[src/sv/stq_pkg.sv]
// ----------------------------------------------------------------------------
// stq_pkg
// Shared types and codes for the sorted timer task queue.
// ----------------------------------------------------------------------------
package stq_pkg;

	typedef enum logic [1:0] {
		FUNC_POST = 2'd0,
		FUNC_TICK = 2'd1,
		FUNC_SET  = 2'd2,
		FUNC_NONE = 2'd3
	} func_t;

	typedef enum logic [2:0] {
		KIND_POSTED  = 3'd0,
		KIND_FULL    = 3'd1,
		KIND_RT_FIRE = 3'd2,
		KIND_DUE     = 3'd3,
		KIND_NONE    = 3'd4
	} kind_t;

	// control states of the top level
	typedef enum logic [2:0] {
		ST_IDLE,
		ST_POST,
		ST_SET,
		ST_TICK,
		ST_POP,
		ST_NONE
	} st_t;

	// command into the row of cells
	typedef struct packed {
		logic ins;   // insert the carried entry at its sorted place
		logic pop;   // shift the row down by one
	} cell_cmd_t;

	localparam int unsigned US_PER_MS = 1000;

endpackage

[src/sv/stq_cell.sv]
// ----------------------------------------------------------------------------
// stq_cell
// One slot of the sorted row: holds a deadline and tag, takes from neighbours.
// ----------------------------------------------------------------------------
module stq_cell import stq_pkg::*; #(
	parameter int TW = 48,
	parameter int GW = 16
) (
	input  logic          clk,
	input  logic          arst_n,
	input  cell_cmd_t     cmd,
	input  logic [TW-1:0] new_dl,
	input  logic [GW-1:0] new_tag,
	input  logic          prev_v,
	input  logic          prev_gt,   // previous cell is after the new entry
	input  logic [TW-1:0] prev_dl,
	input  logic [GW-1:0] prev_tag,
	input  logic          next_v,
	input  logic [TW-1:0] next_dl,
	input  logic [GW-1:0] next_tag,
	output logic          v,
	output logic          gt,
	output logic [TW-1:0] dl,
	output logic [GW-1:0] tag
);
	logic v_q;
	logic [TW-1:0] dl_q;
	logic [GW-1:0] tag_q;

	assign v   = v_q;
	assign dl  = dl_q;
	assign tag = tag_q;
	// equal deadlines stay ahead of the new entry
	assign gt  = !v_q || (dl_q > new_dl);

	always_ff @(posedge clk or negedge arst_n) begin
		if (!arst_n) begin
			v_q <= 1'b0;
		end else if (cmd.pop) begin
			v_q <= next_v;
		end else if (cmd.ins && gt) begin
			v_q <= prev_gt ? prev_v : 1'b1;
		end
	end

	always_ff @(posedge clk) begin
		if (cmd.pop) begin
			dl_q  <= next_dl;
			tag_q <= next_tag;
		end else if (cmd.ins && gt) begin
			dl_q  <= prev_gt ? prev_dl : new_dl;
			tag_q <= prev_gt ? prev_tag : new_tag;
		end
	end
endmodule

[config.mk]
export PLATFORM = sky130hd
export DESIGN_NAME = stq_cell
export DESIGN_NICKNAME = d
export VERILOG_FILES = /design/src/sv/stq_pkg.sv /design/src/sv/stq_cell.sv
export SDC_FILE = /design/constraint.sdc
export NUM_CORES = 1
export LEC_CHECK = 0
export BUFFER_PORTS_ARGS = -buffer_cell sky130_fd_sc_hd__buf_2
export CAP_MARGIN = 10
export CELL_PAD_IN_SITES_DETAIL_PLACEMENT = 1
export CELL_PAD_IN_SITES_GLOBAL_PLACEMENT = 2
export CORE_MARGIN = 8
export CORE_UTILIZATION = 25
export DETAILED_ROUTE_END_ITERATION = 12
export PLACE_DENSITY_LB_ADDON = 0.1
export SYNTH_ARGS = -nofsm -noshare
export SYNTH_HDL_FRONTEND = slang
export SYNTH_SLANG_ARGS = --single-unit
[constraint.sdc]
create_clock -name clk -period 5.9 [get_ports clk]
set_clock_uncertainty 0.1 [all_clocks]
set_input_delay 0.59 -clock clk [delete_from_list [all_inputs] [get_ports clk]]
set_output_delay 0.59 -clock clk [all_outputs]
set_load 0.005 [all_outputs]
After elaboration in Yosys (flattened, before gate mapping)
Cells that the tools add are included.
Operators by class
  $add $sub $neg: 0
  $lt $le $gt $ge: 1
  $mul: 0
  eq/ne operators: 0
  mux-type cells: 9
  reductions and logical operators: 4
  bitwise operators: 0
  shift operators: 0
  div/mod/pow operators: 0
Operators with widths (count)
  $mux 48: 3
  $gt 48x48->1: 1
  $mux 16: 3
  $mux 1: 3
  $reduce_bool 2->1: 1
  $logic_and 1x1->1: 1
  $logic_not 1->1: 1
  $logic_or 1x1->1: 1
Word-level totals
  bits of input ports: 199
  RAM bits: 0
  bits in read-only memories: 0
  memories: 0
  word-level logic and storage cells: 17
  register bits: 65
  output and inout port bits: 66
  bits in latches: 0

Longest topological paths before layout
  word-level depth: 5
  mapped depth: 8
  depth with buffers taken out: 8

Worst setup path after synthesis
OpenSTA, ideal clock, no wires.
  path type: input -> register
  from: input port new_dl[1]
  to: register dl_q[0] (netlist: dl[0]) (enable)
  path slack: 0.297 ns
  required time: 5.276 ns
  library setup time: 0.524 ns
  arrival: 4.979 ns
  cell stages on the path: 8
  buffers on the path: 0
  path through: inv_1 -> ha_1 -> nor2b_1 -> o211ai_1 -> a2111o_1 -> a31oi_1 -> o31ai_2 -> a31oi_1
Between the ends
  longest elaborated chain between the ends: 4
Ends and longest elaborated chain
  start: declaration: line stq_cell.sv:12  | input logic [TW-1:0] new_dl,
  $gt 48x48->1: line stq_cell.sv:34  | assign gt = !v_q || (dl_q > new_dl);
  $logic_or 1x1->1: line stq_cell.sv:34
  $logic_and 1x1->1: line stq_cell.sv:50  | end else if (cmd.ins && gt) begin
  $reduce_bool 2->1 (no source line)
  end signal: assignment: line stq_cell.sv:48  | dl_q <= next_dl;
  end signal: assignment: line stq_cell.sv:51  | dl_q <= prev_gt ? prev_dl : new_dl;
  end: declaration: line stq_cell.sv:27  | logic [TW-1:0] dl_q;
Every way passes these cells.
A chain may end at the register's enable or synchronous reset.

Worst setup path after layout
  from: register dl_q[38] (netlist: dl[38])
  to: register dl_q[7] (netlist: dl[7]) (enable)
Between the ends
  longest elaborated chain between the ends: 4
Ends and longest elaborated chain (line)
  $gt 48x48->1: stq_cell.sv:34
  $logic_or 1x1->1: stq_cell.sv:34
  $logic_and 1x1->1: stq_cell.sv:50
  $reduce_bool 2->1 (no source line)
Every way passes these cells.

==> metrics <==
CP Max Fanout=33; Max Cap Viol=0; peak supply drop=0.1244 mV; Ports=265; die height=150.4 microns; Clock Sink Count=65; IO buf count=264; Iter 0 DRT Violations=64; Residual DRC=0; Net Sw Frac=27.56%; gr ovfl total=0; CP endpoint kind=register; vias in the first global route=4689; Detail Placement HPWL=13.89 mm; setup TNS=0 ns; WL/cell=17.40 microns; Final Setup Violations=0; critical path required time=5.78 ns; final period utilization=63.13%; post-synth cell types=36; RSZ-0062 raised after global routing=false; area grow syn2layout=41.60%; worst r2r src=dl[38]; P_int=1.129 mW; Worst-Skew Late Latency=0.33 ns; Hold Crit Depth=3; actual slew at the worst max-slew pin=1.154 ns; Yosys top cell area share=42.57%; RePlAce Congestion=0.7518; register area=1947 sq um; CTS tree=yes; startpoint types=register; Reg clk slew, reported paths=0.06 ns; DRT Pass-1 Iters=4; switching pwr=0.4295 mW; placed cell count=932; most common cell after layout, fill and taps aside=buf_2; drt total wl=16.51 mm; Lkg Pwr=3.284 nW; Final Critical Period=3.725 ns; Post-CTS Resized=0; area leader, netlist=edfxtp_1; max-slew violation count=0; Comb pwr share=24.7%; Clock power frac=35.9%; Filler Cell Count=2143; DR vias/cell=4.507; reg2reg path depth=8; final std cells w/o fill=949; area of the multi-input gates=2297 sq um; post-synthesis register bit count=65; Initial Util=25.30%; share of layout cells above drive strength 1=39.78%; Syn Area/Cell=9.857 sq um; largest cells by area after synthesis=edfxtp_1, mux2i_1, ha_1; synth warn=0; Die Width=150.4 microns; post-synthesis sequential area ratio=43.13%; H-tree depth=3; status=complete, no violations; # hold bufs at CTS=1; FMAX=268.5 MHz; Worst Hold Class=input pin to register; endpoints failing hold=0; Layout Nets=962; cells after synthesis=458; Slew headroom=23.05%; die area=22610 sq um; register share of total power=39.4%; CTS Root Cell=clkbuf_16; CP startpoint=dl[38]; Placement Rows=49; CP Data Arrival Time=3.61 ns; most frequent cells in the layout=buf_2, nand2_1, o21ai_0; mapped cell area=4514 sq um; Min-Delay Startpoint=next_tag[2]; vias=4277; CTS Buf Count=9; first-pass GRT wire length=24.74 mm; GRT Overall Usage=14.15%; final antenna-violating net count=0; pwr/cell area=243.8 nW/um^2; CORE AREA=17840 sq um; initial antenna violation count=1; net count after synthesis=705; WS Path Type=register to register; clk buf depth=2; setup bufs post-CTS=0; largest net degree at the start of global routing=102
-- cells by family after synthesis --
family	after synthesis	synth area share [%]
AOI/OAI and AO/OA	106	13.33
and+or+nand+nor	101	9.728
buffers and inverters	74	6.319
DFF	65	43.13
muxes	64	14.19
adders and majority gates	48	13.30
-- synthesized netlist by cell type --
| master | number |
|---|---|
| a2111o_1 | 1 |
| a211o_1 | 1 |
| a211oi_1 | 1 |
| a21o_1 | 4 |
| a21oi_1 | 16 |
| a21oi_2 | 2 |
| a221o_1 | 1 |
| a221oi_1 | 1 |
| a2bb2oi_1 | 1 |
| a31oi_1 | 2 |
| and3_1 | 1 |
| and4_2 | 1 |
| buf_2 | 6 |
| clkbuf_1 | 15 |
| dfrtp_1 | 1 |
| edfxtp_1 | 64 |
| ha_1 | 48 |
| inv_1 | 53 |
| mux2i_1 | 64 |
| nand2_1 | 74 |
| nand2b_1 | 2 |
| nand3_1 | 5 |
| nand4_1 | 9 |
| nand4_2 | 1 |
| nor2_1 | 3 |
| nor2b_1 | 1 |
| nor3_1 | 3 |
| nor4_1 | 1 |
| o211ai_1 | 1 |
| o21a_1 | 3 |
| o21ai_0 | 67 |
| o21ai_1 | 1 |
| o221ai_1 | 1 |
| o22ai_1 | 1 |
| o31a_1 | 1 |
| o31ai_2 | 1 |
-- state kept, by name (all words and copies together), names as in the netlist --
signal	cells
dl	48
tag	16
v	1
-- final timing paths --
| check | to | slack [ns] |
|---|---|---|
| worst max-delay path | dl[7] | 2.18 |
| worst min-delay path | tag[2] | 0.44 |
| worst max register to register | dl[7] | 2.18 |
| worst min register to register | v | 0.64 |
| max in group asynchronous | v | 5.11 |
| min in group asynchronous | v | 0.51 |
-- worst max-delay path, stage by stage (launching register included) --
cell	delay (ns)
edfxtp_1	0.40
ha_1	0.35
nand4_2	0.13
nor3_1	0.35
nand4_1	0.18
a31oi_1	0.24
o31ai_2	0.12
a31oi_4	0.94
buf_4	0.53
-- area by class of cell --
| type | instances | share of cell area, % |
|---|---|---|
| Antenna cell | 1 | 0.03915 |
| Clock buffer | 9 | 3.523 |
| Clock inverter | 6 | 1.311 |
| Inverter | 53 | 3.112 |
| Multi-Input combinational cell | 319 | 35.94 |
| Sequential cell | 65 | 30.46 |
| Tap cell | 229 | 4.482 |
| Timing Repair Buffer | 267 | 21.14 |
-- metrics by stage --
step	instance area, sq um	setup slack (ns)	hold slack, ns	power, mW	utilization, %
after detailed placement	6071	1.759	0.2676	1.020	34.03
after floorplan	4514	0.2970	0.1944	0.8126	-
after CTS	6390	2.020	0.4258	1.594	35.82
final	6392	2.175	0.4422	1.558	35.83
after global placement	6071	1.916	0.2690	1.011	34.03
after global routing	6392	1.831	0.4422	1.657	35.83
-- layer usage --
layer / GRT usage (%) / vias up / routed length [microns]
met2: 24.62 / 145 / 8224
li1: - / 2163 / -
met3: 5.140 / 10 / 1443
met4: 4.198 / 0 / 163
met5: 0 / - / 0
met1: 15.87 / 1959 / 6682
-- power by group through the flow --
| stage | Sequential [mW] | Combinational (mW) | Clock, mW |
|---|---|---|---|
| 2_1_floorplan | 0.633 | 0.180 | 0 |
| 3_3_place_gp | 0.621 | 0.389 | 0 |
| 4_1_cts | 0.616 | 0.399 | 0.580 |
| 5_1_grt | 0.622 | 0.440 | 0.595 |
| 6_report | 0.615 | 0.384 | 0.559 |
| 3_5_place_dp | 0.624 | 0.396 | 0 |
Note: power is estimated with default switching activity, not from simulation.
